### src/clock_servo_fractional_divider_assert.svh
// Assertion macros for the clock servo fractional divider.
// Every macro expects clk and rst_n in the scope where it is used.
`ifndef CLOCK_SERVO_FRACTIONAL_DIVIDER_ASSERT_SVH
`define CLOCK_SERVO_FRACTIONAL_DIVIDER_ASSERT_SVH

// The consequent must hold in the same cycle as the antecedent.
`define CSFD_ASSERT_IMP(lbl, ante, cons, msg) \
  lbl: assert property (@(posedge clk) disable iff (!rst_n) (ante) |-> (cons)) \
    else $error(msg);

// The consequent must hold in the cycle after the antecedent.
`define CSFD_ASSERT_NXT(lbl, ante, cons, msg) \
  lbl: assert property (@(posedge clk) disable iff (!rst_n) (ante) |=> (cons)) \
    else $error(msg);

`endif

### src/csfd_pkg.sv
// Shared types and constants for the clock servo fractional divider.
// It has no dependencies and is imported by the top level.
`timescale 1ns / 1ps
`default_nettype none
package csfd_pkg;

  localparam int FRAC_BITS     = 44;
  localparam int DITHER_DEF    = 2000000;
  localparam int PERIOD_W      = 16 + FRAC_BITS;
  localparam int MIX_W         = FRAC_BITS + 1;
  localparam int NUM_W         = 90;
  localparam int MUL_W         = 33;
  localparam int DVS_W         = 30;
  localparam int GAIN_W        = 24;
  localparam int RATE_W        = 27;
  localparam int CFG_IDX_W     = 2;
  localparam int US_PER_SEC    = 1000000;

  localparam logic [GAIN_W-1:0] KP_RESET   = 24'd393216;
  localparam logic [GAIN_W-1:0] KI_RESET   = 24'd327680;
  localparam logic [RATE_W-1:0] RATE_RESET = 27'd1000000;

  localparam logic [CFG_IDX_W-1:0] CFG_KP   = 2'd0;
  localparam logic [CFG_IDX_W-1:0] CFG_KI   = 2'd1;
  localparam logic [CFG_IDX_W-1:0] CFG_RATE = 2'd2;

  typedef enum logic [2:0] {
    ST_IDLE,
    ST_MUL,
    ST_DSET,
    ST_DIV,
    ST_POST,
    ST_OUT
  } state_t;

  typedef enum logic [3:0] {
    OP_CNT,
    OP_KP,
    OP_KI,
    OP_B,
    OP_A,
    OP_Q,
    OP_DTH,
    OP_MIXS,
    OP_MIX
  } op_t;

endpackage
`default_nettype wire

### src/clock_servo_fractional_divider.sv
// Clock servo with a PI loop that steers a fractional clock divider.
// One sample is worked on at a time: in_tready is high only in the idle state.
// A corrected sample uses a shared shift-add multiplier up to six times and a
// restoring divider up to four times, in turn; a first sample uses each once.
// Synchronous active-low reset restores gains, tick rate, history and period.
`timescale 1ns / 1ps
`default_nettype none
module clock_servo_fractional_divider
  import csfd_pkg::*;
#(
  parameter int DITHER_STEPS = DITHER_DEF
) (
  input  wire logic                 clk,
  input  wire logic                 rst_n,
  input  wire logic                 cfg_we,
  input  wire logic [CFG_IDX_W-1:0] cfg_index,
  input  wire logic [RATE_W-1:0]    cfg_wdata,
  input  wire logic                 in_tvalid,
  output      logic                 in_tready,
  input  wire logic [127:0]         in_tdata,   // host_time_us, counter_ticks
  output      logic                 out_tvalid,
  input  wire logic                 out_tready,
  output      logic [127:0]         out_tdata,  // divider_first, divider_second,
                                                // mix_word, offset_error_us
  output      logic                 out_tuser   // adjusted
);

  `include "clock_servo_fractional_divider_assert.svh"

  localparam int CW   = $clog2(DITHER_STEPS + 1);
  localparam int SW   = $clog2(NUM_W + 1);
  localparam logic [PERIOD_W-1:0] PMIN  = PERIOD_W'(2) << FRAC_BITS;
  localparam logic [PERIOD_W-1:0] PMAX  = PERIOD_W'(65535) << FRAC_BITS;
  localparam logic [PERIOD_W-1:0] PRST  = PERIOD_W'(125) << (FRAC_BITS - 1);
  localparam logic [PERIOD_W:0]   PHALF = (PERIOD_W+1)'(1) << (FRAC_BITS - 1);
  localparam logic [NUM_W-1:0]    DHALF = (NUM_W'(1) << (FRAC_BITS - 1)) - NUM_W'(1);
  localparam logic [MUL_W-1:0]    BSCL  = MUL_W'(1) << (FRAC_BITS - 16);

  state_t state_r, state_nxt;
  op_t    op_r, op_nxt;

  logic [GAIN_W-1:0]   kp_r, kp_nxt, ki_r, ki_nxt;
  logic [RATE_W-1:0]   rate_r, rate_nxt;
  logic [63:0]         last_host_r, last_host_nxt, last_cnt_r, last_cnt_nxt;
  logic [PERIOD_W-1:0] period_r, period_nxt;

  logic [NUM_W-1:0]    acc_r, acc_nxt;
  logic [63:0]         mx_r, mx_nxt;
  logic [MUL_W-1:0]    mm_r, mm_nxt;
  logic [SW-1:0]       stp_r, stp_nxt;
  logic [DVS_W-1:0]    rem_r, rem_nxt, dvs_r, dvs_nxt;
  logic [63:0]         quo_r, quo_nxt;
  logic                qovf_r, qovf_nxt;

  logic [63:0]         host_r, host_nxt, cnt_us_r, cnt_us_nxt;
  logic [47:0]         ofs_r, ofs_nxt;
  logic                et_neg_r, et_neg_nxt, ei_neg_r, ei_neg_nxt;
  logic [31:0]         et_mag_r, et_mag_nxt;
  logic [57:0]         p1_r, p1_nxt;
  logic                sneg_r, sneg_nxt;
  logic [63:0]         b_r, b_nxt;
  logic [PERIOD_W-1:0] p_r, p_nxt;
  logic [15:0]         k1_r, k1_nxt, k2_r, k2_nxt;
  logic [MIX_W-1:0]    mix_r, mix_nxt;
  logic                adj_r, adj_nxt;
  logic [CW-1:0]       c_r, c_nxt;

  logic                ov_r, ov_nxt;
  logic [127:0]        od_r, od_nxt;
  logic                ou_r, ou_nxt;

  logic [RATE_W-1:0]   rate_eff;
  logic [63:0]         qsat;
  logic [DVS_W:0]      dtrial;
  logic                dge;
  logic                tneg;
  logic [63:0]         tmag, iraw, imag;
  logic [31:0]         ei_mag;
  logic [57:0]         acc58, p2, ssum, smag;
  logic [64:0]         sum_ab;
  logic [63:0]         pv;
  logic [PERIOD_W:0]   kr_sum;
  logic [15:0]         kr;
  logic [PERIOD_W-1:0] base;
  logic [NUM_W-1:0]    dpart;

  function automatic logic [31:0] sat32(input logic neg, input logic [63:0] mag);
    logic [31:0] res;
    if (neg) begin
      res = (mag > 64'h8000_0000) ? 32'h8000_0000 : mag[31:0];
    end else begin
      res = (mag > 64'h7FFF_FFFF) ? 32'h7FFF_FFFF : mag[31:0];
    end
    return res;
  endfunction

  assign in_tready  = (state_r == ST_IDLE);
  assign out_tvalid = ov_r;
  assign out_tdata  = od_r;
  assign out_tuser  = ou_r;

  always_comb begin
    rate_eff = (rate_r == '0) ? RATE_W'(1) : rate_r;
    qsat     = qovf_r ? '1 : quo_r;
    dtrial   = {rem_r, acc_r[NUM_W-1]};
    dge      = dtrial >= {1'b0, dvs_r};
    tneg     = qsat < host_r;
    tmag     = tneg ? host_r - qsat : qsat - host_r;
    iraw     = (qsat - last_cnt_r) - (host_r - last_host_r);
    imag     = iraw[63] ? 64'd0 - iraw : iraw;
    ei_mag   = sat32(iraw[63], imag);
    acc58    = acc_r[57:0];
    p2       = et_neg_r ? 58'd0 - acc58 : acc58;
    ssum     = p1_r + p2;
    smag     = ssum[57] ? 58'd0 - ssum : ssum;
    sum_ab   = {1'b0, qsat} + {1'b0, b_r};
    if (sneg_r) begin
      pv = (qsat > b_r) ? qsat - b_r : 64'd0;
    end else begin
      pv = sum_ab[64] ? '1 : sum_ab[63:0];
    end
    kr_sum   = {1'b0, p_r} + PHALF;
    kr       = kr_sum[FRAC_BITS +: 16];
    base     = {kr, FRAC_BITS'(0)};
    dpart    = (acc_r + DHALF) >> FRAC_BITS;
  end

  always_comb begin
    state_nxt     = state_r;
    op_nxt        = op_r;
    kp_nxt        = kp_r;
    ki_nxt        = ki_r;
    rate_nxt      = rate_r;
    last_host_nxt = last_host_r;
    last_cnt_nxt  = last_cnt_r;
    period_nxt    = period_r;
    acc_nxt       = acc_r;
    mx_nxt        = mx_r;
    mm_nxt        = mm_r;
    stp_nxt       = stp_r;
    rem_nxt       = rem_r;
    dvs_nxt       = dvs_r;
    quo_nxt       = quo_r;
    qovf_nxt      = qovf_r;
    host_nxt      = host_r;
    cnt_us_nxt    = cnt_us_r;
    ofs_nxt       = ofs_r;
    et_neg_nxt    = et_neg_r;
    et_mag_nxt    = et_mag_r;
    ei_neg_nxt    = ei_neg_r;
    p1_nxt        = p1_r;
    sneg_nxt      = sneg_r;
    b_nxt         = b_r;
    p_nxt         = p_r;
    k1_nxt        = k1_r;
    k2_nxt        = k2_r;
    mix_nxt       = mix_r;
    adj_nxt       = adj_r;
    c_nxt         = c_r;
    ov_nxt        = ov_r;
    od_nxt        = od_r;
    ou_nxt        = ou_r;

    if (ov_r && out_tready) begin
      ov_nxt = 1'b0;
    end

    if (cfg_we) begin
      case (cfg_index)
        CFG_KP:   kp_nxt   = cfg_wdata[GAIN_W-1:0];
        CFG_KI:   ki_nxt   = cfg_wdata[GAIN_W-1:0];
        CFG_RATE: rate_nxt = cfg_wdata;
        default:  ;
      endcase
    end

    case (state_r)
      ST_IDLE: begin
        if (in_tvalid) begin
          host_nxt  = in_tdata[63:0];
          acc_nxt   = '0;
          mx_nxt    = in_tdata[127:64];
          mm_nxt    = MUL_W'(US_PER_SEC);
          stp_nxt   = SW'(MUL_W);
          op_nxt    = OP_CNT;
          state_nxt = ST_MUL;
        end
      end
      ST_MUL: begin
        acc_nxt = (acc_r << 1) + (mm_r[MUL_W-1] ? NUM_W'(mx_r) : NUM_W'(0));
        mm_nxt  = mm_r << 1;
        stp_nxt = stp_r - SW'(1);
        if (stp_r == SW'(1)) begin
          if (op_r == OP_CNT || op_r == OP_B || op_r == OP_A) begin
            state_nxt = ST_DSET;
          end else begin
            state_nxt = ST_POST;
          end
        end
      end
      ST_DSET: begin
        if (op_r == OP_B) begin
          acc_nxt = (acc_r << 1) + NUM_W'({rate_eff, 1'b0});
          dvs_nxt = DVS_W'({rate_eff, 2'b00});
        end else begin
          acc_nxt = (acc_r << 1) + NUM_W'(rate_eff);
          dvs_nxt = DVS_W'({rate_eff, 1'b0});
        end
        rem_nxt   = '0;
        quo_nxt   = '0;
        qovf_nxt  = 1'b0;
        stp_nxt   = SW'(NUM_W);
        state_nxt = ST_DIV;
      end
      ST_DIV: begin
        rem_nxt  = dge ? DVS_W'(dtrial - {1'b0, dvs_r}) : DVS_W'(dtrial);
        acc_nxt  = acc_r << 1;
        quo_nxt  = {quo_r[62:0], dge};
        qovf_nxt = qovf_r | quo_r[63];
        stp_nxt  = stp_r - SW'(1);
        if (stp_r == SW'(1)) begin
          state_nxt = ST_POST;
        end
      end
      ST_POST: begin
        case (op_r)
          OP_CNT: begin
            cnt_us_nxt = qsat;
            if (tneg) begin
              ofs_nxt = 48'd0 - ((tmag > 64'h8000_0000_0000) ? 48'h8000_0000_0000 : tmag[47:0]);
            end else begin
              ofs_nxt = (tmag > 64'h7FFF_FFFF_FFFF) ? 48'h7FFF_FFFF_FFFF : tmag[47:0];
            end
            et_neg_nxt = tneg;
            et_mag_nxt = sat32(tneg, tmag);
            ei_neg_nxt = iraw[63];
            if (last_host_r == '0) begin
              k1_nxt    = '0;
              k2_nxt    = '0;
              mix_nxt   = '0;
              adj_nxt   = 1'b0;
              state_nxt = ST_OUT;
            end else begin
              acc_nxt   = '0;
              mx_nxt    = 64'(ei_mag);
              mm_nxt    = MUL_W'(kp_r);
              stp_nxt   = SW'(MUL_W);
              op_nxt    = OP_KP;
              state_nxt = ST_MUL;
            end
          end
          OP_KP: begin
            p1_nxt    = ei_neg_r ? 58'd0 - acc58 : acc58;
            acc_nxt   = '0;
            mx_nxt    = 64'(et_mag_r);
            mm_nxt    = MUL_W'(ki_r);
            stp_nxt   = SW'(MUL_W);
            op_nxt    = OP_KI;
            state_nxt = ST_MUL;
          end
          OP_KI: begin
            sneg_nxt  = ssum[57];
            acc_nxt   = '0;
            mx_nxt    = 64'(smag);
            mm_nxt    = BSCL;
            stp_nxt   = SW'(MUL_W);
            op_nxt    = OP_B;
            state_nxt = ST_MUL;
          end
          OP_B: begin
            b_nxt     = qsat;
            acc_nxt   = '0;
            mx_nxt    = 64'(period_r);
            mm_nxt    = MUL_W'(US_PER_SEC);
            stp_nxt   = SW'(MUL_W);
            op_nxt    = OP_A;
            state_nxt = ST_MUL;
          end
          OP_A: begin
            if (pv < 64'(PMIN)) begin
              p_nxt = PMIN;
            end else if (pv > 64'(PMAX)) begin
              p_nxt = PMAX;
            end else begin
              p_nxt = pv[PERIOD_W-1:0];
            end
            op_nxt = OP_Q;
          end
          OP_Q: begin
            k1_nxt = kr;
            if (p_r < base) begin
              k2_nxt    = kr - 16'd1;
              acc_nxt   = '0;
              mx_nxt    = 64'(base - p_r);
              mm_nxt    = MUL_W'(DITHER_STEPS);
              stp_nxt   = SW'(MUL_W);
              op_nxt    = OP_DTH;
              state_nxt = ST_MUL;
            end else if (p_r > base) begin
              k2_nxt    = kr + 16'd1;
              acc_nxt   = '0;
              mx_nxt    = 64'(p_r - base);
              mm_nxt    = MUL_W'(DITHER_STEPS);
              stp_nxt   = SW'(MUL_W);
              op_nxt    = OP_DTH;
              state_nxt = ST_MUL;
            end else begin
              k2_nxt = kr;
              c_nxt  = CW'(DITHER_STEPS / 2);
              op_nxt = OP_MIXS;
            end
          end
          OP_DTH: begin
            c_nxt  = CW'(DITHER_STEPS) - dpart[CW-1:0];
            op_nxt = OP_MIXS;
          end
          OP_MIXS: begin
            acc_nxt   = (NUM_W'(c_r) << (FRAC_BITS + 1)) + NUM_W'(DITHER_STEPS);
            dvs_nxt   = DVS_W'(2 * DITHER_STEPS);
            rem_nxt   = '0;
            quo_nxt   = '0;
            qovf_nxt  = 1'b0;
            stp_nxt   = SW'(NUM_W);
            op_nxt    = OP_MIX;
            state_nxt = ST_DIV;
          end
          OP_MIX: begin
            mix_nxt = qsat[MIX_W-1:0];
            if (k1_r > k2_r) begin
              period_nxt = {k2_r, FRAC_BITS'(0)} + PERIOD_W'(qsat[MIX_W-1:0]);
            end else if (k1_r < k2_r) begin
              period_nxt = {k2_r, FRAC_BITS'(0)} - PERIOD_W'(qsat[MIX_W-1:0]);
            end else begin
              period_nxt = {k2_r, FRAC_BITS'(0)};
            end
            adj_nxt   = 1'b1;
            state_nxt = ST_OUT;
          end
          default: state_nxt = ST_IDLE;
        endcase
      end
      ST_OUT: begin
        if (!ov_r || out_tready) begin
          ov_nxt        = 1'b1;
          od_nxt        = {3'b000, ofs_r, mix_r, k2_r, k1_r};
          ou_nxt        = adj_r;
          last_host_nxt = host_r;
          last_cnt_nxt  = cnt_us_r;
          state_nxt     = ST_IDLE;
        end
      end
      default: state_nxt = ST_IDLE;
    endcase
  end

  always_ff @(posedge clk) begin
    if (!rst_n) begin
      state_r     <= ST_IDLE;
      op_r        <= OP_CNT;
      kp_r        <= KP_RESET;
      ki_r        <= KI_RESET;
      rate_r      <= RATE_RESET;
      last_host_r <= '0;
      last_cnt_r  <= '0;
      period_r    <= PRST;
      stp_r       <= '0;
      ov_r        <= 1'b0;
    end else begin
      state_r     <= state_nxt;
      op_r        <= op_nxt;
      kp_r        <= kp_nxt;
      ki_r        <= ki_nxt;
      rate_r      <= rate_nxt;
      last_host_r <= last_host_nxt;
      last_cnt_r  <= last_cnt_nxt;
      period_r    <= period_nxt;
      stp_r       <= stp_nxt;
      ov_r        <= ov_nxt;
    end
  end

  always_ff @(posedge clk) begin
    acc_r    <= acc_nxt;
    mx_r     <= mx_nxt;
    mm_r     <= mm_nxt;
    rem_r    <= rem_nxt;
    dvs_r    <= dvs_nxt;
    quo_r    <= quo_nxt;
    qovf_r   <= qovf_nxt;
    host_r   <= host_nxt;
    cnt_us_r <= cnt_us_nxt;
    ofs_r    <= ofs_nxt;
    et_neg_r <= et_neg_nxt;
    et_mag_r <= et_mag_nxt;
    ei_neg_r <= ei_neg_nxt;
    p1_r     <= p1_nxt;
    sneg_r   <= sneg_nxt;
    b_r      <= b_nxt;
    p_r      <= p_nxt;
    k1_r     <= k1_nxt;
    k2_r     <= k2_nxt;
    mix_r    <= mix_nxt;
    adj_r    <= adj_nxt;
    c_r      <= c_nxt;
    od_r     <= od_nxt;
    ou_r     <= ou_nxt;
  end

  `CSFD_ASSERT_IMP(a_first_zero, out_tvalid && !out_tuser, out_tdata[76:0] == 77'd0, "first sample carries divider words")
  `CSFD_ASSERT_IMP(a_adj_div_min, out_tvalid && out_tuser, out_tdata[15:0] >= 16'd2, "corrected divider below two")
  `CSFD_ASSERT_NXT(a_busy_after_beat, in_tvalid && in_tready, !in_tready, "second beat taken while busy")
  `CSFD_ASSERT_IMP(a_div_nonzero, state_r == ST_DIV, dvs_r != '0, "divider runs with a zero divisor")

endmodule
`default_nettype wire
### config.mk
export PLATFORM = sky130hd
export DESIGN_NAME = clock_servo_fractional_divider
export DESIGN_NICKNAME = d
export VERILOG_FILES = /design/src/csfd_pkg.sv /design/src/clock_servo_fractional_divider.sv
export VERILOG_INCLUDE_DIRS = /design/src /design/src/src
export SDC_FILE = /design/constraint.sdc
export NUM_CORES = 2
export LEC_CHECK = 0
export BUFFER_PORTS_ARGS = -buffer_cell sky130_fd_sc_hd__buf_2
export CORE_AREA = 2 2 461 509
export CTS_CLUSTER_SIZE = 24
export DETAILED_ROUTE_END_ITERATION = 6
export DIE_AREA = 0 0 463 511
export GPL_ROUTABILITY_DRIVEN = 1
export SETUP_SLACK_MARGIN = 0.2
export SLEW_MARGIN = 5
export SYNTH_ARGS = -nofsm -noshare
export SYNTH_HDL_FRONTEND = slang
export SYNTH_SLANG_ARGS = --single-unit
export TNS_END_PERCENT = 10
### constraint.sdc
create_clock -name clk -period 22.3 [get_ports clk]
set_clock_uncertainty 0.15 [all_clocks]
set_input_delay 3.345 -clock clk [delete_from_list [all_inputs] [get_ports clk]]
set_output_delay 3.345 -clock clk [all_outputs]
set_load 0.02 [all_outputs]
==> flow_summary.rst <==
.. list-table::
   :header-rows: 1

   * - Metric
     - Value
   * - Outcome
     - finished clean
   * - Core region area
     - between 200,000 and 250,000 sq um
   * - Die Span X
     - 463 microns
   * - Element type at the critical path start
     - flip-flop
   * - Total number of nets in the final design
     - 11,500
   * - Source-to-sink clock delay at the later pin of the worst-skew pair
     - ~0.85 ns
   * - Count of hold buffers inserted by post-cts repair
     - 0
   * - Worst hold path type
     - reg2reg
   * - Critical-path top delay cell
     - sky130_fd_sc_hd__buf_4
   * - Sequential fraction of the synthesis area
     - roughly 36%
   * - Via count of the first global-routing pass
     - between 80,000 and 90,000
   * - Pin count of the biggest net entering global routing
     - 86
   * - Share of flip-flops with an asynchronous set or reset
     - 0%
   * - Total of cells resized after clock tree synthesis
     - 0
   * - Commonest cells after routing, fill and taps aside
     - sky130_fd_sc_hd__nand2_1 (1,162), sky130_fd_sc_hd__a21oi_1 (997), sky130_fd_sc_hd__edfxtp_1 (928), sky130_fd_sc_hd__nor2_1 (836), sky130_fd_sc_hd__inv_1 (657)
   * - Cell area after synthesis
     - just over 90,000 sq um
   * - Number of primary I/O pins
     - around 300
   * - Global-route wire length before repair
     - 558,000 microns
   * - Gate count after technology mapping
     - around 11,000
   * - Required time at the endpoint of the critical path
     - 22.81 ns
   * - Effective utilization at floorplan
     - 39.7%
   * - Sum of overflow across all layers after global routing
     - 0
   * - Utilization after layout
     - about 44%
   * - Count of cell types in the netlist
     - around 120
   * - Largest stage delay on the critical path
     - between 0.6 and 0.7 ns
   * - Max Fanout on Critical Path
     - between 60 and 70
   * - Share of final-layout standard cells stronger than drive strength 1
     - 7.98%
   * - Maximum count of clock buffers along a single path
     - 3
   * - Critical Setup Path Class
     - reg2reg
   * - Register bit total from synthesis
     - roughly 1,200
   * - Routed wire per std cell
     - approximately 28 microns
   * - Count of input and output buffers
     - between 200 and 300
   * - Cell accounting for the most synthesized area
     - sky130_fd_sc_hd__edfxtp_1
   * - Clock slew at reported path FFs
     - about 0.060 ns
   * - CTS tree
     - built
   * - Most frequent standard cell in the layout excluding fill and tap cells
     - sky130_fd_sc_hd__nand2_1
   * - Cell leakage power
     - 39.2 nW
   * - Num Clock Sinks
     - roughly 1,200
   * - H-tree depth
     - 4
   * - Data arrival time at the worst-slack endpoint
     - about 11 ns
   * - Worst slew slack as a fraction of its limit
     - around 3.0%
   * - Total clock buffers created by CTS
     - between 100 and 150
   * - Post-detailed-route via-to-cell ratio
     - between 6 and 7
   * - Peak Freq
     - roughly 97 MHz
   * - Buffer count from post-CTS setup fixing
     - 0
   * - Number of flops mapped to enable cells by yosys
     - between 900 and 1,000
   * - Number of pins exceeding their max-slew limit in the final report
     - 0
   * - Count of routing violations after the opening detailed-route iteration
     - between 10,000 and 15,000
   * - Synthesis-to-layout area growth
     - 9.99%
   * - Clock Tree Root
     - sky130_fd_sc_hd__clkbuf_16
   * - Worst supply voltage drop on vdd
     - ~0.11 mV
   * - Total setup violations reported at the end of the flow
     - 0
   * - Reported max-cap violation count
     - 0
   * - Post-synthesis average cell area
     - about 8.6 sq um
   * - Number of placement rows
     - roughly 190
   * - Die height
     - slightly above 500 microns
   * - Number of antenna violations at the first check in global routing
     - 38
   * - DIE AREA
     - 237,000 sq um
   * - Weighted congestion reported at the end of routability-driven placement
     - between 1 and 1.5
   * - Power per unit of standard cell area
     - roughly 150 nW/um^2
   * - Total global-route track usage
     - 31.4%
   * - Final period demand of the worst path
     - just over 10 ns
   * - Period utilisation layout
     - roughly 46%
   * - Detailed-route via count
     - roughly 86,000
   * - Hold violation count in the final report
     - 0
   * - Prevailing post-synth register cell
     - sky130_fd_sc_hd__edfxtp_1
   * - First-pass iteration count of the detailed router
     - 7
   * - Post-DRT Antenna Nets
     - 0
   * - Cell type with the highest occurrence count on the critical path
     - sky130_fd_sc_hd__buf_4
   * - Most area-consuming cells after synthesis
     - sky130_fd_sc_hd__edfxtp_1 (30%), sky130_fd_sc_hd__ha_1 (7.2%), sky130_fd_sc_hd__dfxtp_1 (6.0%)
   * - Final Routed Wirelength
     - 388,000 microns
   * - Total number of yosys warnings
     - 0
   * - Kind of end point of the critical path
     - flip-flop
   * - Setup TNS after final layout
     - 0 ns
   * - Area share of the largest cell type after synthesis
     - between 30% and 40%
   * - Unrepaired setup endpoints after global routing
     - false
   * - DPL Wire Length
     - 305,000 microns
   * - DRC violations left
     - 0
   * - Measured slew at the worst slew-check pin
     - about 1.4 ns
[power breakdown]
part | switching [W] | total, W | internal [W]
sequential | 0.000364 | 0.00328 | 0.00292
combinational | 0.00657 | 0.00965 | 0.00308
clock | 0.00108 | 0.00248 | 0.00140
total | 0.00801 | 0.0154 | 0.00739
[cell type report]
type | instances | area [sq um]
fillers | 22900 | 131000
multi-input cells | 8200 | 54200
flip-flops and latches | 1206 | 33400
clock buffers | 185 | 3940
well taps | 3102 | 3880
inverters | 667 | 2520
repair buffers | 409 | 2350
clock inverters | 85 | 948
diodes | 15 | 37.5
[worst paths after layout]
path | startpoint | endpoint | slack, ns | cells after the start
hold / removal | mix_r[7] | out_tdata[39] | 0.27 | 0
hold reg to reg | mix_r[7] | out_tdata[39] | 0.27 | 0
setup / recovery | qovf_r | ofs_r[46] | 11.94 | 34
setup reg to reg | qovf_r | ofs_r[46] | 11.94 | 34
[cells by family (layout without fill, tap and decap cells)]
group	count (synthesis)	after routing	synth area share (%)
other	1	18	0.00407
and+or+nand+nor	3664	3664	19.3
adders and majority gates	661	661	10.1
AOI/OAI and AO/OA	3105	3105	21.7
muxes	119	119	1.31
buffers and inverters	1257	1346	5.20
DFF	1206	1206	36.3
xor gates and xnor gates	648	648	6.17
[Yosys cell counts, types with 133 or more instances]
library cell and instances:
sky130_fd_sc_hd__a21o_1 252, sky130_fd_sc_hd__a21oi_1 1002, sky130_fd_sc_hd__and3_1 191, sky130_fd_sc_hd__clkbuf_1 528, sky130_fd_sc_hd__dfxtp_1 278, sky130_fd_sc_hd__edfxtp_1 928
sky130_fd_sc_hd__fa_1 133, sky130_fd_sc_hd__ha_1 528, sky130_fd_sc_hd__inv_1 661, sky130_fd_sc_hd__nand2_1 1166, sky130_fd_sc_hd__nand3_1 259, sky130_fd_sc_hd__nand4_1 152
sky130_fd_sc_hd__nor2_1 845, sky130_fd_sc_hd__nor3_1 234, sky130_fd_sc_hd__o21ai_0 624, sky130_fd_sc_hd__xnor2_1 452, sky130_fd_sc_hd__xor2_1 195
[worst max-delay path: cells and delay by family, from the launching register on]
| kind | cells | cell delay (ns) |
|---|---|---|
| compound gates | 12 | 3.06 |
| simple gates | 10 | 2.67 |
| buf+inv | 9 | 2.66 |
| fa+ha+maj | 3 | 1.07 |
| flops | 1 | 0.37 |
[registers in the layout, summed over array words and instances (netlist names), 64 cells and up]
| register | flops |
|---|---|
| out_tdata | 125 |
| b_r | 64 |
| acc_r | 90 |
| last_host_r | 64 |
| mx_r | 64 |
| cnt_us_r | 64 |
| host_r | 64 |
| quo_r | 64 |
| last_cnt_r | 64 |
[layer usage]
| layer | up-vias | part of all wire [%] | track usage, % | routed length (microns) |
|---|---|---|---|---|
| met2 | 4043 | 45 | 50.1 | 176000 |
| li1 | 38800 | - | - | - |
| met1 | 42000 | 41 | 41.4 | 161000 |
| met4 | 20 | 5.8 | 16.0 | 22500 |
| met3 | 786 | 7.4 | 4.58 | 28500 |
| met5 | - | 0.038 | 0 | 149 |
[through the flow]
stage / total power, W / hold WS [ns] / cells / worst slack, ns / area [sq um]
after CTS: 0.0152 / 0.269 / 13900 / 12.13 / 101000
after global routing: 0.0162 / 0.274 / 13900 / 11.52 / 101000
after detailed placement: 0.0126 / 0.255 / 13600 / 12.15 / 96400
final: 0.0154 / 0.269 / 13900 / 11.94 / 101000
after global placement: 0.0126 / 0.252 / 13600 / 12.31 / 96300
after floorplan: 0.00955 / 0.250 / 10700 / 13.97 / 92100
Note: power is estimated with default switching activity, not from simulation.
